[src/rtl/rdsd_pkg.sv]
// Package for the escape-RLE plus delta sample decoder.
// Holds marker bytes, field widths, item limits and shared types; depends on nothing.
`default_nettype none

package rdsd_pkg;

	localparam int BYTE_W     = 8;
	localparam int SAMPLE_W   = 16;
	localparam int COUNT_W    = 3;
	localparam int SLOTS      = 4;
	localparam int SLOT_IDX_W = $clog2(SLOTS);
	localparam int MAX_ITEMS  = 64;
	localparam int ITEM_W     = $clog2(MAX_ITEMS);
	localparam int MAX_RUN    = 256;
	localparam int REM_W      = $clog2(MAX_RUN) + 1;

	localparam int DEFAULT_SAMPLES_PER_RESULT = 4;

	localparam logic [BYTE_W-1:0] RUN_MARK  = 8'ha5;
	localparam logic [BYTE_W-1:0] LIT_MARK  = 8'h5a;
	localparam logic [BYTE_W-1:0] SIGN_FILL = 8'hff;

	typedef logic [BYTE_W-1:0]   byte_t;
	typedef logic [SAMPLE_W-1:0] sample_t;
	typedef logic [COUNT_W-1:0]  count_t;

endpackage

`default_nettype wire

[src/rtl/rdsd_if.sv]
// Valid/ready channel interfaces of the decoder: compressed bytes in, sample items out.
// Depends on rdsd_pkg for payload types.
`default_nettype none

interface rdsd_byte_if;
	logic           valid;
	logic           ready;
	rdsd_pkg::byte_t in_byte;
	logic           end_of_stream;

	modport source (output valid, output in_byte, output end_of_stream, input ready);
	modport sink   (input valid, input in_byte, input end_of_stream, output ready);
endinterface

interface rdsd_sample_if;
	logic              valid;
	logic              ready;
	rdsd_pkg::sample_t sample_0;
	rdsd_pkg::sample_t sample_1;
	rdsd_pkg::sample_t sample_2;
	rdsd_pkg::sample_t sample_3;
	rdsd_pkg::count_t  sample_count;
	logic              last_of_run;
	logic              stream_done;

	modport source (output valid, output sample_0, output sample_1, output sample_2,
		output sample_3, output sample_count, output last_of_run, output stream_done,
		input ready);
	modport sink   (input valid, input sample_0, input sample_1, input sample_2,
		input sample_3, input sample_count, input last_of_run, input stream_done,
		output ready);
endinterface

`default_nettype wire

[src/rtl/rle_delta_sample_decoder.sv]
// Top level of the escape-RLE plus 16-bit delta sample decoder.
// Depends on rdsd_pkg and the channel interfaces in rdsd_if.sv.
//
//   channel   dir   modport          payload
//   stream    in    rdsd_byte_if     in_byte, end_of_stream
//   samples   out   rdsd_sample_if   sample_0..3, sample_count, last_of_run, stream_done
//
// A byte is handled in order: an accept in ST_IDLE, one delta step per sample source
// (one for a plain byte, r+1 for a run value byte, none for markers), a pass out of the
// step loop in ST_RUN and a flush in ST_FLUSH.
// The single delta adder runs one step a cycle while the output register is free.
// Steps and the flush wait while the output register holds an untaken beat.
// arst_n clears control and delta state; end of stream resets run and delta state.
`default_nettype none

module rle_delta_sample_decoder #(
	parameter int SAMPLES_PER_RESULT = rdsd_pkg::DEFAULT_SAMPLES_PER_RESULT
) (
	input  wire logic    clk,
	input  wire logic    arst_n,
	rdsd_byte_if.sink    stream,
	rdsd_sample_if.source samples
);
	import rdsd_pkg::*;

	// Samples per item, clamped to the four slots
	localparam int PER = (SAMPLES_PER_RESULT < 1) ? 1 :
		((SAMPLES_PER_RESULT > SLOTS) ? SLOTS : SAMPLES_PER_RESULT);
	localparam count_t PER_CNT = COUNT_W'(PER);

	localparam logic [1:0] RPH_NORMAL = 2'd0;
	localparam logic [1:0] RPH_COUNT  = 2'd1;
	localparam logic [1:0] RPH_VALUE  = 2'd2;
	localparam logic [1:0] DPH_NORMAL = 2'd0;
	localparam logic [1:0] DPH_LOW    = 2'd1;
	localparam logic [1:0] DPH_HIGH   = 2'd2;

	typedef enum logic [1:0] {ST_IDLE, ST_RUN, ST_FLUSH} state_t;

	state_t            state_q;
	logic [1:0]        run_phase_q;
	byte_t             run_repeat_q;
	logic [1:0]        delta_phase_q;
	byte_t             literal_low_q;
	sample_t           prev_q;
	byte_t             byte_q;
	logic              eos_q;
	logic [REM_W-1:0]  rem_q;
	count_t            cnt_q;
	logic [ITEM_W-1:0] items_q;
	sample_t           pack_q [SLOTS];

	logic              out_valid_q;
	sample_t           out_q [SLOTS];
	count_t            out_cnt_q;
	logic              out_last_q;
	logic              out_done_q;

	logic              out_free;
	logic              out_load;
	logic [1:0]        d_phase_n;
	byte_t             d_lit_n;
	sample_t           d_prev_n;
	logic              d_sample;

	assign out_free     = !out_valid_q || samples.ready;
	assign stream.ready = (state_q == ST_IDLE);

	// Load the output register with a full item or with the closing item
	assign out_load = out_free && (
		(state_q == ST_RUN && rem_q != '0 && d_sample && cnt_q == PER_CNT &&
			items_q != ITEM_W'(MAX_ITEMS - 1)) ||
		(state_q == ST_FLUSH && (cnt_q != '0 || eos_q)));

	assign samples.valid        = out_valid_q;
	assign samples.sample_0     = out_q[0];
	assign samples.sample_1     = out_q[1];
	assign samples.sample_2     = out_q[2];
	assign samples.sample_3     = out_q[3];
	assign samples.sample_count = out_cnt_q;
	assign samples.last_of_run  = out_last_q;
	assign samples.stream_done  = out_done_q;

	// Shared delta step: literal escape capture or signed add to the previous sample
	always_comb begin
		d_phase_n = DPH_NORMAL;
		d_lit_n   = literal_low_q;
		d_prev_n  = prev_q;
		d_sample  = 1'b0;
		case (delta_phase_q)
			DPH_LOW: begin
				d_lit_n   = byte_q;
				d_phase_n = DPH_HIGH;
			end
			DPH_HIGH: begin
				d_prev_n = {byte_q, literal_low_q};
				d_sample = 1'b1;
			end
			default: begin
				if (byte_q == LIT_MARK) begin
					d_phase_n = DPH_LOW;
				end else begin
					d_prev_n = prev_q + (byte_q[BYTE_W-1] ? {SIGN_FILL, byte_q} :
						{{BYTE_W{1'b0}}, byte_q});
					d_sample = 1'b1;
				end
			end
		endcase
	end

	// Sequencer: accept a byte, step the delta unit, pack samples, flush the last item
	always_ff @(posedge clk or negedge arst_n) begin
		if (!arst_n) begin
			state_q       <= ST_IDLE;
			run_phase_q   <= RPH_NORMAL;
			run_repeat_q  <= '0;
			delta_phase_q <= DPH_NORMAL;
			literal_low_q <= '0;
			prev_q        <= '0;
			eos_q         <= 1'b0;
			rem_q         <= '0;
			cnt_q         <= '0;
			items_q       <= '0;
			out_valid_q   <= 1'b0;
		end else begin
			// load a new beat, or drop the current one once taken
			out_valid_q <= out_load || (out_valid_q && !samples.ready);
			case (state_q)
				ST_IDLE: begin
					if (stream.valid) begin
						byte_q  <= stream.in_byte;
						eos_q   <= stream.end_of_stream;
						cnt_q   <= '0;
						items_q <= '0;
						for (int i = 0; i < SLOTS; i++) begin
							pack_q[i] <= '0;
						end
						case (run_phase_q)
							RPH_COUNT: begin
								run_repeat_q <= stream.in_byte;
								run_phase_q  <= RPH_VALUE;
								rem_q        <= '0;
							end
							RPH_VALUE: begin
								rem_q       <= {1'b0, run_repeat_q} + REM_W'(1);
								run_phase_q <= RPH_NORMAL;
							end
							default: begin
								if (stream.in_byte == RUN_MARK) begin
									run_phase_q <= RPH_COUNT;
									rem_q       <= '0;
								end else begin
									run_phase_q <= RPH_NORMAL;
									rem_q       <= REM_W'(1);
								end
							end
						endcase
						state_q <= ST_RUN;
					end
				end
				ST_RUN: begin
					if (rem_q == '0) begin
						state_q <= ST_FLUSH;
					end else if (out_free) begin
						delta_phase_q <= d_phase_n;
						literal_low_q <= d_lit_n;
						prev_q        <= d_prev_n;
						rem_q         <= rem_q - REM_W'(1);
						if (d_sample) begin
							if (cnt_q != PER_CNT) begin
								pack_q[cnt_q[SLOT_IDX_W-1:0]] <= d_prev_n;
								cnt_q <= cnt_q + COUNT_W'(1);
							end else if (items_q != ITEM_W'(MAX_ITEMS - 1)) begin
								// hand off the full item, open a new one with this sample
								out_q       <= pack_q;
								out_cnt_q   <= cnt_q;
								out_last_q  <= 1'b0;
								out_done_q  <= 1'b0;
								items_q     <= items_q + ITEM_W'(1);
								pack_q[0]   <= d_prev_n;
								for (int i = 1; i < SLOTS; i++) begin
									pack_q[i] <= '0;
								end
								cnt_q <= COUNT_W'(1);
							end
						end
					end
				end
				ST_FLUSH: begin
					if (cnt_q == '0 && !eos_q) begin
						state_q <= ST_IDLE;
					end else if (out_free) begin
						out_q       <= pack_q;
						out_cnt_q   <= cnt_q;
						out_last_q  <= 1'b1;
						out_done_q  <= eos_q;
						if (eos_q) begin
							run_phase_q   <= RPH_NORMAL;
							run_repeat_q  <= '0;
							delta_phase_q <= DPH_NORMAL;
							literal_low_q <= '0;
							prev_q        <= '0;
						end
						state_q <= ST_IDLE;
					end
				end
				default: begin
					state_q <= ST_IDLE;
				end
			endcase
		end
	end

`ifndef SYNTHESIS
	a_busy_after_accept: assert property (@(posedge clk) disable iff (!arst_n)
		stream.valid && stream.ready |=> !stream.ready)
		else $error("decoder accepted a byte while busy");

	a_done_is_last: assert property (@(posedge clk) disable iff (!arst_n)
		samples.valid && samples.stream_done |-> samples.last_of_run)
		else $error("stream_done without last_of_run");

	a_count_bound: assert property (@(posedge clk) disable iff (!arst_n)
		samples.valid |-> samples.sample_count <= PER_CNT)
		else $error("sample_count exceeds item size");

	a_empty_only_at_end: assert property (@(posedge clk) disable iff (!arst_n)
		samples.valid && samples.sample_count == '0 |-> samples.stream_done)
		else $error("empty item outside end of stream");
`endif

endmodule

`default_nettype wire

[src/flat_wrapper.sv]
// flat-port wrapper written by rule: the top's interface ports become plain ports
module rle_delta_sample_decoder_flat import rdsd_pkg::*;
#(
	parameter int SAMPLES_PER_RESULT = rdsd_pkg::DEFAULT_SAMPLES_PER_RESULT
)
  (clk, arst_n, stream_valid, stream_in_byte, stream_end_of_stream, stream_ready, samples_valid, samples_sample_0, samples_sample_1, samples_sample_2, samples_sample_3, samples_sample_count, samples_last_of_run, samples_stream_done, samples_ready);
  rdsd_byte_if stream_i ();
  rdsd_sample_if samples_i ();
  input  wire logic clk;
  input  wire logic arst_n;
  input wire logic [$bits(stream_i.valid)-1:0] stream_valid;
  input wire logic [$bits(stream_i.in_byte)-1:0] stream_in_byte;
  input wire logic [$bits(stream_i.end_of_stream)-1:0] stream_end_of_stream;
  output wire logic [$bits(stream_i.ready)-1:0] stream_ready;
  output wire logic [$bits(samples_i.valid)-1:0] samples_valid;
  output wire logic [$bits(samples_i.sample_0)-1:0] samples_sample_0;
  output wire logic [$bits(samples_i.sample_1)-1:0] samples_sample_1;
  output wire logic [$bits(samples_i.sample_2)-1:0] samples_sample_2;
  output wire logic [$bits(samples_i.sample_3)-1:0] samples_sample_3;
  output wire logic [$bits(samples_i.sample_count)-1:0] samples_sample_count;
  output wire logic [$bits(samples_i.last_of_run)-1:0] samples_last_of_run;
  output wire logic [$bits(samples_i.stream_done)-1:0] samples_stream_done;
  input wire logic [$bits(samples_i.ready)-1:0] samples_ready;
  assign stream_i.valid = stream_valid;
  assign stream_i.in_byte = stream_in_byte;
  assign stream_i.end_of_stream = stream_end_of_stream;
  assign stream_ready = stream_i.ready;
  assign samples_valid = samples_i.valid;
  assign samples_sample_0 = samples_i.sample_0;
  assign samples_sample_1 = samples_i.sample_1;
  assign samples_sample_2 = samples_i.sample_2;
  assign samples_sample_3 = samples_i.sample_3;
  assign samples_sample_count = samples_i.sample_count;
  assign samples_last_of_run = samples_i.last_of_run;
  assign samples_stream_done = samples_i.stream_done;
  assign samples_i.ready = samples_ready;
  rle_delta_sample_decoder #(.SAMPLES_PER_RESULT(SAMPLES_PER_RESULT)) u_core (.clk(clk), .arst_n(arst_n), .stream(stream_i), .samples(samples_i));
endmodule
[config.mk]
export PLATFORM = sky130hd
export DESIGN_NAME = rle_delta_sample_decoder_flat
export DESIGN_NICKNAME = d
export VERILOG_FILES = /design/src/rtl/rdsd_pkg.sv /design/src/rtl/rdsd_if.sv /design/src/rtl/rle_delta_sample_decoder.sv /design/src/flat_wrapper.sv
export SDC_FILE = /design/constraint.sdc
export NUM_CORES = 1
export LEC_CHECK = 0
export ABC_AREA = 1
export CORE_MARGIN = 10
export CORE_UTILIZATION = 31
export CTS_BUF_LIST = sky130_fd_sc_hd__clkbuf_4 sky130_fd_sc_hd__clkbuf_8
export DETAILED_ROUTE_END_ITERATION = 6
export DONT_BUFFER_PORTS = 1
export GPL_TIMING_DRIVEN = 0
export PLACE_DENSITY_LB_ADDON = 0.2
export SLEW_MARGIN = 15
export SYNTH_ARGS = -nofsm -noshare
export SYNTH_HDL_FRONTEND = slang
export SYNTH_SLANG_ARGS = --single-unit
[constraint.sdc]
create_clock -name clk -period 14.4 [get_ports clk]
set_input_delay 0.72 -clock clk [delete_from_list [all_inputs] [get_ports clk]]
set_output_delay 0.72 -clock clk [all_outputs]
set_load 0.01 [all_outputs]
* Yosys cells after proc, flatten, opt, wreduce, memory -nomap -nowiden
Index checks and enable logic that the tools add are counted.
Widths: inputs -> output; s select.
** Operators by class
- Add/subtract/negate cells :: 5
- Magnitude comparators :: 2
- Equal/unequal tests :: 25
- Multiplexer cells :: 95
- Bitwise operators :: 1
- Reduce and logical (&&, ||, !) cells :: 36
** Operators with widths (count)
- $mux 64 :: 13
- $pmux 64 s2 :: 2
- $mux 16 :: 8
- $bwmux 64 :: 1
- $mux 8 :: 8
- $pmux 16 s2 :: 2
- $mux 3 :: 13
- $mux 6 :: 6
- $pmux 9 s2 :: 2
- $demux 16 s2 :: 1
- $pmux 8 s2 :: 2
- $mux 9 :: 3
- $reduce_and 7->1 :: 3
- $mux 2 :: 10
- $reduce_and 6->1 :: 3
- $add 16x16->16 :: 1
- $pmux 2 s2 :: 4
- $ne 2x2->1 const B :: 7
- $mux 1 :: 13
- $pmux 3 s2 :: 2
- $pmux 6 s2 :: 1
- $ne 2x1->1 const B :: 5
- $add 8x1->9 const B :: 1
- $logic_and 1x1->1 :: 9
- other kinds (29) :: 44
** Word-level totals
- Register bits :: 199
- Output and inout bits :: 71

* Depth between registers and ports, before layout
Gate-level depths: netlist (run 1).
- Depth in word-level cells :: 11
- Depth in mapped cells :: 14

* Worst setup path before layout (run 1)
Ideal clock, no wire load.
- Path type :: input port to flip-flop
- Start point :: input port samples_ready
- End point :: register u_core.out_last_q (netlist: u_core.samples.last_of_run), enable pin
- Library setup time :: 0.519 ns
- Arrival time :: 4.587 ns
- Required time :: 13.881 ns
- Setup slack :: 9.294 ns
- Cell stages on the path :: 6
- Cell sequence :: nor2_1 > inv_1 > a21oi_1 > nor2_1 > o2111ai_1 > a21oi_1
** On the way
- Longest elaborated chain between the ends :: 3
- Elaborated cells on any way between the ends :: 4
** RTL lines
- start, declared :: RTL line flat_wrapper.sv:23 : input wire logic [$bits(samples_i.ready)-1:0] samples_ready;
- $logic_or 1x1->1 * :: RTL line rle_delta_sample_decoder.sv:66 : assign out_free = !out_valid_q || samples.ready;
- $ne 2x1->1 (no line)
- $reduce_and 9->1 (no line) *
- end signal, assigned :: RTL line rle_delta_sample_decoder.sv:177 : out_last_q <= 1'b0;
- end signal, assigned :: RTL line rle_delta_sample_decoder.sv:195 : out_last_q <= 1'b1;
- end, declared :: RTL line rle_delta_sample_decoder.sv:56 : logic out_last_q;
Mark *: on every way between the ends. The rest lies on a longest branch, timed or not.
A chain may end at the register's enable or synchronous reset.

* Final worst setup path (run 1)
- Start point :: register u_core.delta_phase_q[0]
- End point :: register u_core.pack_q[19] in the netlist's numbering, enable pin
** On the way
- Longest elaborated chain between the ends :: 4
- Elaborated cells on any way between the ends :: 5
** RTL lines
- start, declared :: RTL line rle_delta_sample_decoder.sv:43 : logic [1:0] delta_phase_q;
- start signal, assigned :: RTL line rle_delta_sample_decoder.sv:165 : delta_phase_q <= d_phase_n;
- $eq 2x2->1 / $eq 2x1->1 (equally long branches) :: RTL line rle_delta_sample_decoder.sv:90 : case (delta_phase_q)
- $pmux 1 s2 * :: RTL line rle_delta_sample_decoder.sv:90
- $ne 2x1->1 (no line) *
- $reduce_and 7->1 (no line) *
- end signal, assigned by index :: RTL line rle_delta_sample_decoder.sv:171 : pack_q[cnt_q[SLOT_IDX_W-1:0]] <= d_prev_n;
- end, declared :: RTL line rle_delta_sample_decoder.sv:51 : sample_t pack_q [SLOTS];
Marks and branches as above.

==> results of run 1 <==
## path summary, 6_finish.rpt
path / to / slack [ps] / depth (start not counted)
hold reg to reg: u_core.samples.sample_1[1] / 460 / 0
max in group asynchronous: u_core.cnt_q[2] / 14000 / 1
setup reg to reg: u_core.pack_q[19] / 11270 / 10
min in group clk: u_core.byte_q[3] / 350 / 0
hold / removal: u_core.prev_q[9] / 90 / 1
setup / recovery: u_core.pack_q[19] / 11270 / 10
## power by group through the flow
| stage | Combinational [uW] | Clock [uW] | Sequential (uW) |
|---|---|---|---|
| after floorplan | 853 | 0 | 1070 |
| after global placement | 1140 | 0 | 1150 |
| after detailed placement | 1190 | 0 | 1130 |
| after CTS | 1200 | 391 | 1120 |
| after global routing | 1370 | 413 | 1150 |
| final | 1190 | 380 | 1120 |
## state kept, by name, summed over array words and instances, names as in the netlist, 9 cells and up
name                     cells
u_core.pack_q               64
u_core.prev_q               16
u_core.rem_q                 9
u_core.samples.sample_0     16
u_core.samples.sample_1     16
u_core.samples.sample_2     16
u_core.samples.sample_3     16
## placed cells by master (no fill, tap or decap), drive strengths merged
cell      synthesis  final
a21oi            35     35
a22o              2      2
a22oi             1      1
a31oi             1      1
a32o              1      1
and2              2      2
buf              14     20
bufinv            0      2
clkbuf           22     39
clkinv            2      7
clkinvlp          0      2
dfrtp            58     58
edfxtp          141    141
fa                1      1
ha               27     27
inv             164    170
nand2           238    238
nand3            95     95
nand3b            2      2
nand4             5      5
nor2            136    136
nor3              3      3
nor4              3      3
o2111ai           1      1
o211ai            3      3
o21a              1      1
o21ai           111    111
o221ai            1      1
o22ai             9      9
o31ai             2      2
or2               6      6
xnor2             3      3
xor2              9      9
## metrics by stage
step	util, %	setup slack, ps	instance area (sq um)	instances	power (uW)
after floorplan	-	9290	10000	1099	1930
after global placement	33.2	7400	10500	1501	2300
after detailed placement	33.7	11250	10700	1506	2330
after CTS	35.1	11230	11100	1539	2720
after global routing	35.1	11020	11100	1539	2930
final	35.1	11270	11100	1539	2680
## cell families after synthesis
group | count (synthesis) | synth area share (%)
simple gates | 490 | 21.0
compound gates | 168 | 9.49
flops | 199 | 56.7
fa+ha+maj | 28 | 3.57
xor+xnor | 12 | 1.05
buf+inv | 202 | 8.23
## layer usage
layer  part of all wire (%)  track usage [%]
met5                  0.049                0
met4                   0.66             2.58
met3                    5.4             3.63
met2                     46             22.0
met1                     48             18.1
## area by class of cell
| class | instances | area, sq um |
|---|---|---|
| Sequential cell | 199 | 5690 |
| Buffer | 36 | 203 |
| Clock buffer | 17 | 234 |
| Fill cell | 3277 | 20600 |
| Multi-Input combinational cell | 698 | 3540 |
| Timing Repair Buffer | 6 | 150 |
| Tap cell | 402 | 503 |
| Clock inverter | 15 | 184 |
| Inverter | 166 | 623 |
## worst reg2reg max path: stages, from the launching register on
cell and delay (ps):
dfrtp_1 360, inv_1 60, ha_1 310, clkbuf_1 250
nand3_1 290, nand3_1 190, nand2_1 140, nand3_1 250
nor2_4 510, buf_12 270, buf_12 210
==> metrics.md, run 1 <==
| Metric | Value |
|---|---|
| Synth Register Bits | 199 |
| Drt first-iter violations | 567 |
| Dominant cells by area after synthesis | edfxtp_1, dfrtp_1, nand2_1, inv_1, nor2_1 |
| Cell Pwr Density | 241 mW/mm^2 |
| Hold Vio Cnt, Final | 0 |
| Ys Warns | 0 |
| Final nets | 1165 |
| Die W | 200 microns |
| Largest net degree at the start of global routing | 59 |
| Area Growth Syn to Fin | 10.9% |
| PortBufs | 0 |
| Lkg Pwr | 0.00483 uW |
| Critical path's slowest cell | nor2_4 |
| Drt drc | 0 |
| CTS tree | done |
| Chip height | 200 microns |
| Cell taking the most area after synthesis | edfxtp_1 |
| Final wirelength | 26.7 mm |
| Comb pwr share | 44.3% |
| Vias per inst | 4.67 |
| CORE AREA | 0.0317 sq mm |
| Crit share post-route | 21.8% |
| Top cell type's share of synthesized area | 42.2% |
| Initial DRT Pass Iterations | 5 |
| Vias in the first global route | 7089 |
| Worst-Skew Late Latency | 490 ps |
| Run status | finished clean |
| Pins Over Slew Limit | 0 |
| Most frequent cell after synthesis | nand2_1 |
| Clock buffer count from CTS | 17 |
| First-pass GRT wire length | 41.7 mm |
| Max_cap viols | 0 |
| P_int | 1500 uW |
| Type of origin of the critical path | flop |
| Syn_area_per_cell | 9.13 sq um |
| # IOs | 84 |
| H-Tree Depth | 4 |
| Post-synth cell types | 48 |
| Routed WL per cell | 17.3 microns |
| HPWL Detailed | 19.5 mm |
| Data required, critical path | 14590 ps |
| Critical path buffers and inverters | 4 |
| Cell Chain, Critical Path | inv_1 > ha_1 > clkbuf_1 > nand3_1 > nand3_1 > nand2_1 > nand3_1 > nor2_4 > buf_12 > buf_12 |
| Crit. End Element | flop |
| Die Area | 0.0400 sq mm |
| Sequential share of the synthesized area | 56.7% |
| Clock Root Buffer | clkbuf_8 |
| Setup-failing EPs final | 0 |
| Post-route setup TNS | 0 ps |
| Worst Skew | 33.9 ps |
| Worst path top cell family by delay | simple AND/OR/NAND/NOR gates |
| Clk buf depth | 2 |
| CTS clk-pin slew, worst paths | 120 ps |
| CP dominant cell by count | nand3_1 |
| Antenna violations before repair | 1 |
| Delay of the slowest cell on the worst path | 510 ps |
| Worst r2r src | u_core.delta_phase_q[0] |
| Slew HR | 56.7% |
| Worst Tran Pin Value | 648 ps |
| Worst Hold Class | in2async |
| Post-synth top flop | edfxtp_1 |
| Switching Fraction | 44.2% |
| GRT Overall Usage | 13.6% |
| Synth top cells by count | nand2_1, inv_1, edfxtp_1, nor2_1, nand3_1 |
| VDD IR max | 0.0960 mV |
| Maximum fanout along the worst path | 26 |
| Clock Power Share | 14.2% |
| Synth Net Count | 1140 |
| Clk sink count | 199 |
| Hold-fix buffers at CTS | 1 |
| Origin of the worst setup path | u_core.delta_phase_q[0] |
| Post-DRT Antenna Nets | 0 |
| Final hold slack | 93.4 ps |
| Cell Area, Synth | 0.0100 sq mm |
| Maximum clock rate | 0.319 GHz |
| Sequential share of power | 41.6% |
| Setup bufs post-CTS | 0 |
| Routed vias | 7181 |
| Crit Path Category | reg2reg |
| WP data arrival | 3320 ps |
| Antenna cells | 0 |
| Starting density of the core | 31.6% |
| Net switching power | 1190 uW |
| Post-CTS resize count | 0 |
| Number of flops mapped to enable cells by yosys | 141 |
| GRT overflow | 0 |
| Row count | 65 |
| Final critical-path required period | 3130 ps |
| Layout cells sized above 1 | 8.97% |
| RSZ-0062 raised after global routing | no |
| Async set-reset flop share out of synthesis | 29.1% |
| Gpl congestion | 0.834 |
| Post-synthesis cell count | 1099 |
Power figures use the tool's default switching activity.
==> run 2, diff against run 1 <==
==> constraint.sdc (replaced) <==
create_clock -name clk -period 3.1 [get_ports clk]
set_input_delay 0.155 -clock clk [delete_from_list [all_inputs] [get_ports clk]]
set_output_delay 0.155 -clock clk [all_outputs]
set_load 0.01 [all_outputs]
==> run 2 against run 1 <==
Effect of this change: critical path depth is 1 higher; final cell count grew 1.2%; die area unchanged; first-iteration DRC count rose by 3.4%; core utilization rose by 0.62 points; register-to-register slack got worse by 11000 ps; global-route usage about the same; non-clock buffer count grew 17; sequential share of layout area down 0.89 points; combinational power rose to 4.7 times the previous value.
==> metrics.md, run 2 (synthesis results as in run 1) <==
| Metric | Value |
|---|---|
| Run status | finished clean |
| Pins Over Slew Limit | 0 |
| Cell Pwr Density | 1110 mW/mm^2 |
| Worst-Skew Late Latency | 500 ps |
| Worst Skew | 24.7 ps |
| PortBufs | 0 |
| CORE AREA | 0.0317 sq mm |
| Hold Vio Cnt, Final | 0 |
| Maximum clock rate | 0.349 GHz |
| Post-route setup TNS | 0 ps |
| Row count | 65 |
| Placed insts | 1507 |
| Antenna cells | 0 |
| Gpl congestion | 0.857 |
| CTS tree | done |
| Die W | 200 microns |
| Clock Root Buffer | clkbuf_8 |
| Post-Layout Cell Count | 1557 |
| Vias in the first global route | 7225 |
| GRT Overall Usage | 13.6% |
| WP data arrival | 3070 ps |
| RSZ-0062 raised after global routing | no |
| Final critical-path required period | 2860 ps |
| Total power | 12500 uW |
| Area Growth Syn to Fin | 12.8% |
| Chip height | 200 microns |
| Most common cell after layout, fill and taps aside | nand2_1 |
| Maximum fanout along the worst path | 18 |
| Comb pwr share | 45.1% |
| Drt drc | 0 |
| Crit. End Element | flop |
| CP dominant cell by count | buf_16 |
| Clk buf depth | 2 |
| Data required, critical path | 3300 ps |
| Clock Power Share | 13.5% |
| Placed inst area | 0.0107 sq mm |
| First-pass GRT wire length | 41.6 mm |
| Delay of the slowest cell on the worst path | 370 ps |
| Sequential share of power | 41.4% |
| VDD IR max | 0.365 mV |
| Max_cap viols | 0 |
| HPWL Detailed | 19.7 mm |
| Clock buffer count from CTS | 17 |
| Final hold slack | 74.0 ps |
| Routed vias | 7426 |
| Slew HR | 55.8% |
| Setup-failing EPs final | 0 |
| Crit Path Category | reg2reg |
| Highest-count cells in the layout ignoring fill and taps | nand2_1, inv_1, edfxtp_1, nor2_1, nand3_1 |
| Switching Fraction | 44.8% |
| CTS clk-pin slew, worst paths | 110 ps |
| Crit share post-route | 92.4% |
| Net switching power | 5610 uW |
| Drt first-iter violations | 586 |
| Final nets | 1183 |
| Routed WL per cell | 17.3 microns |
| Die Area | 0.0400 sq mm |
| Initial DRT Pass Iterations | 5 |
| Layout cells sized above 1 | 9.61% |
| Worst Hold Class | in2reg |
| Antenna violations before repair | 0 |
| Final wirelength | 27.0 mm |
| Type of origin of the critical path | flop |
| Vias per inst | 4.77 |
| P_int | 6910 uW |
| H-Tree Depth | 4 |
| # IOs | 84 |
| Lkg Pwr | 0.00493 uW |
| Final instance area | 0.0113 sq mm |
| Max FFs per register | 64 |
| Clk sink count | 199 |
| Starting density of the core | 31.6% |
| Post-DRT Antenna Nets | 0 |
| Largest net degree at the start of global routing | 59 |
| GRT overflow | 0 |
| Worst Tran Pin Value | 660 ps |
| Cell Chain, Critical Path | inv_1 > ha_1 > clkbuf_1 > nand3_1 > nand3_2 > nand2_1 > nand3_2 > nor2_4 > buf_16 > buf_16 > buf_16 |
| Critical path's slowest cell | dfrtp_1 |
| Most flops, register | u_core.pack_q |
run 2: layout make-up:
type | count | area [sq um]
Clock inverter | 15 | 173
Buffer | 36 | 203
Sequential cell | 199 | 5690
Inverter | 166 | 623
Clock buffer | 17 | 234
Multi-Input combinational cell | 699 | 3560
Timing Repair Buffer | 23 | 340
Fill cell | 3238 | 20400
Tap cell | 402 | 503
run 2: repair_timing:
item,4_1_cts,5_1_grt
hold endpoints to repair,77,0
resized for setup,0,2
setup endpoints to repair,26,25
pin swaps,1,0
setup buffers,1,4
hold buffers,12,0
cloned,0,1
run 2: worst paths after layout:
check / startpoint / to / slack, ps / depth (start not counted)
worst max register to register: u_core.delta_phase_q[0] / u_core.pack_q[19] / 240 / 11
min in group asynchronous: arst_n / u_core.prev_q[9] / 260 / 2
worst min register to register: u_core.pack_q[19] / u_core.samples.sample_2[3] / 460 / 0
max in group asynchronous: arst_n / u_core.items_q[2] / 2570 / 2
worst max-delay path: u_core.delta_phase_q[0] / u_core.pack_q[19] / 240 / 11
worst min-delay path: samples_ready / u_core.state_q[1] / 70 / 3
run 2: critical path: cells and delay by family (launching register included):
family,cells,cell delay (ps)
adders and majority gates,1,300
buffers and inverters,5,820
DFF,1,370
and+or+nand+nor,5,1070
run 2: power groups by stage:
| stage | combinational (uW) | clock [uW] | sequential, uW |
|---|---|---|---|
| 6_report | 5650 | 1690 | 5180 |
| 5_1_grt | 6510 | 1840 | 5310 |
| 4_1_cts | 5650 | 1740 | 5200 |
| 3_5_place_dp | 5580 | 0 | 5260 |
| 3_3_place_gp | 5340 | 0 | 5270 |
| 2_1_floorplan | 3980 | 0 | 4940 |
run 2: layer usage:
layer | global-route usage [%] | part of all wire (%)
met3 | 3.55 | 5.3
met5 | 0 | 0
met1 | 18.0 | 47
met4 | 3.37 | 1.5
met2 | 21.7 | 46
run 2: through the flow:
stage	utilization, %	worst slack [ps]
after floorplan	-	231
after global placement	33.3	-634
after detailed placement	33.8	-156
after CTS	35.5	34.8
after global routing	35.7	56.2
final	35.7	236
==> run 3, diff against run 2 <==
--- a/config.mk
+++ b/config.mk
@@ -12,7 +12,7 @@
 export DETAILED_ROUTE_END_ITERATION = 6
 export DONT_BUFFER_PORTS = 1
 export GPL_TIMING_DRIVEN = 0
-export PLACE_DENSITY_LB_ADDON = 0.2
+export PLACE_DENSITY = 0.48
 export SLEW_MARGIN = 15
 export SYNTH_ARGS = -nofsm -noshare
 export SYNTH_HDL_FRONTEND = slang
==> run 3 against run 2 <==
Effect of this change: setup slack improved by 65 ps; sequential share of layout area rose by 0.26 points; combinational power fell by 2%; critical endpoint is now u_core.samples.sample_2[3].
==> metrics.md, run 3 (synthesis results as in run 1) <==
| Metric | Value |
|---|---|
| Row count | 65 |
| Die W | 200 microns |
| Cell Pwr Density | 1110 mW/mm^2 |
| Clk sink count | 199 |
| HPWL Detailed | 19.6 mm |
| Delay of the slowest cell on the worst path | 470 ps |
| Vias in the first global route | 7089 |
| Crit share post-route | 90.3% |
| Setup-failing EPs final | 0 |
| Worst Hold Class | in2reg |
| Placed inst area | 0.0107 sq mm |
| Critical path's slowest cell | dfrtp_1 |
| Post-Layout Cell Count | 1554 |
| Data required, critical path | 3300 ps |
| Hold Vio Cnt, Final | 0 |
| FF+latch area | 0.00569 sq mm |
| Run status | finished clean |
| Vias per inst | 4.75 |
| CTS tree | done |
| Max_cap viols | 0 |
| Crit Path Category | reg2reg |
| Type of origin of the critical path | flop |
| Worst Skew | 21.2 ps |
| Final hold slack | 40.7 ps |
| Maximum fanout along the worst path | 27 |
| Chip height | 200 microns |
| Antenna violations before repair | 0 |
| WP data arrival | 3000 ps |
| CTS clk-pin slew, worst paths | 110 ps |
| Routed vias | 7377 |
| VDD IR max | 0.353 mV |
| Post-route setup TNS | 0 ps |
| Crit. End Element | flop |
| Multi-input gate area | 0.00355 sq mm |
| Total power | 12500 uW |
| Routed WL per cell | 17.2 microns |
| Drt first-iter violations | 540 |
| RSZ-0062 raised after global routing | no |
| Max FFs per register | 64 |
| Placed insts | 1506 |
| First-pass GRT wire length | 41.8 mm |
| Highest-count cells in the layout ignoring fill and taps | nand2_1, inv_1, edfxtp_1, nor2_1, nand3_1 |
| Final instance area | 0.0113 sq mm |
| GRT Overall Usage | 13.7% |
| Post-CTS resize count | 0 |
| Area Growth Syn to Fin | 12.2% |
| Final nets | 1180 |
| Drt drc | 0 |
| Clock buffer count from CTS | 17 |
| Layout cells sized above 1 | 9.20% |
| Critical path buffers and inverters | 6 |
| Slew HR | 55.8% |
| PortBufs | 0 |
| # IOs | 84 |
| Post-DRT Antenna Nets | 0 |
| Final wirelength | 26.7 mm |
| Gpl congestion | 0.835 |
| GRT overflow | 0 |
| Most flops, register | u_core.pack_q |
| Final critical-path required period | 2800 ps |
| Clk buf depth | 2 |
| CP dominant cell by count | buf_16 |
| Lkg Pwr | 0.00490 uW |
| CORE AREA | 0.0317 sq mm |
| Maximum clock rate | 0.357 GHz |
| Starting density of the core | 31.6% |
| Initial DRT Pass Iterations | 5 |
| Fillers | 3277 |
| H-Tree Depth | 4 |
| Cell Chain, Critical Path | inv_2 > nor2_4 > inv_1 > clkbuf_1 > o2111ai_1 > a21oi_4 > buf_16 > buf_16 > buf_16 |
| Antenna cells | 0 |
| Worst-Skew Late Latency | 490 ps |
| Largest net degree at the start of global routing | 59 |
| Worst Tran Pin Value | 660 ps |
| Die Area | 0.0400 sq mm |
| Pins Over Slew Limit | 0 |
| Worst path top cell family by delay | buffers and inverters |
| Most common cell after layout, fill and taps aside | nand2_1 |
| Clock Root Buffer | clkbuf_8 |
run 3: changes by cell type in the layout (fill, tap and decap cells not counted), sizes merged:
cell,before,now
buf,26,23
clkinvlp,1,0
a21oi,36,35
inv,171,172
nor2,136,137
clkinv,9,8
bufinv,0,1
run 3: where the power goes:
part	switching [uW]	internal, uW	total [uW]
logic	3720	1850	5560
clock network	1060	686	1750
registers	761	4400	5170
total	5540	6940	12500
run 3: metrics by stage:
stage	utilization, %	setup WS (ps)
final	35.5	301
after global routing	35.5	26.1
after CTS	35.4	100
after detailed placement	33.7	4.90
after global placement	33.3	-718
after floorplan	-	231
run 3: final timing paths:
check                                  start                    endpoint  slack, ps  cells after the start
max                        u_core.state_q[1]  u_core.samples.sample_2[3]        300                      9
max in group asynchronous             arst_n           u_core.items_q[3]       2580                      2
min                            samples_ready           u_core.state_q[1]         40                      3
max reg2reg                u_core.state_q[1]  u_core.samples.sample_2[3]        300                      9
min reg2reg                u_core.pack_q[48]  u_core.samples.sample_0[0]        450                      0
min in group asynchronous             arst_n            u_core.prev_q[9]        260                      2
run 3: tightest hold or removal path: stages:
cell and delay [ps]:
nor2_1 50, inv_1 160, o21ai_0 120
run 3: cell type report:
cell class | count | share of cell area, %
sequential | 199 | 50.5
clock inverter | 15 | 1.57
multi-input combinational | 699 | 31.5
timing repair buffer | 20 | 2.58
buffer | 36 | 1.80
inverter | 166 | 5.53
clock buffer | 17 | 2.08
tap | 402 | 4.47
run 3: per-layer routing:
metal	global-route usage, %	up-vias	wire (microns)
met2	22.0	147	12400
met4	2.61	0	213
met5	0	-	0
li1	-	3692	-
met1	18.5	3525	12900
met3	3.22	13	1240
run 3: what timing repair did:
item / in CTS / in global routing
pin swaps: 1 / 1
buffers inserted: 0 / 3
cloned: 1 / 0
endpoints found under the setup margin: 27 / 45
hold buffers: 12 / 0
hold endpoints to repair: 77 / 0
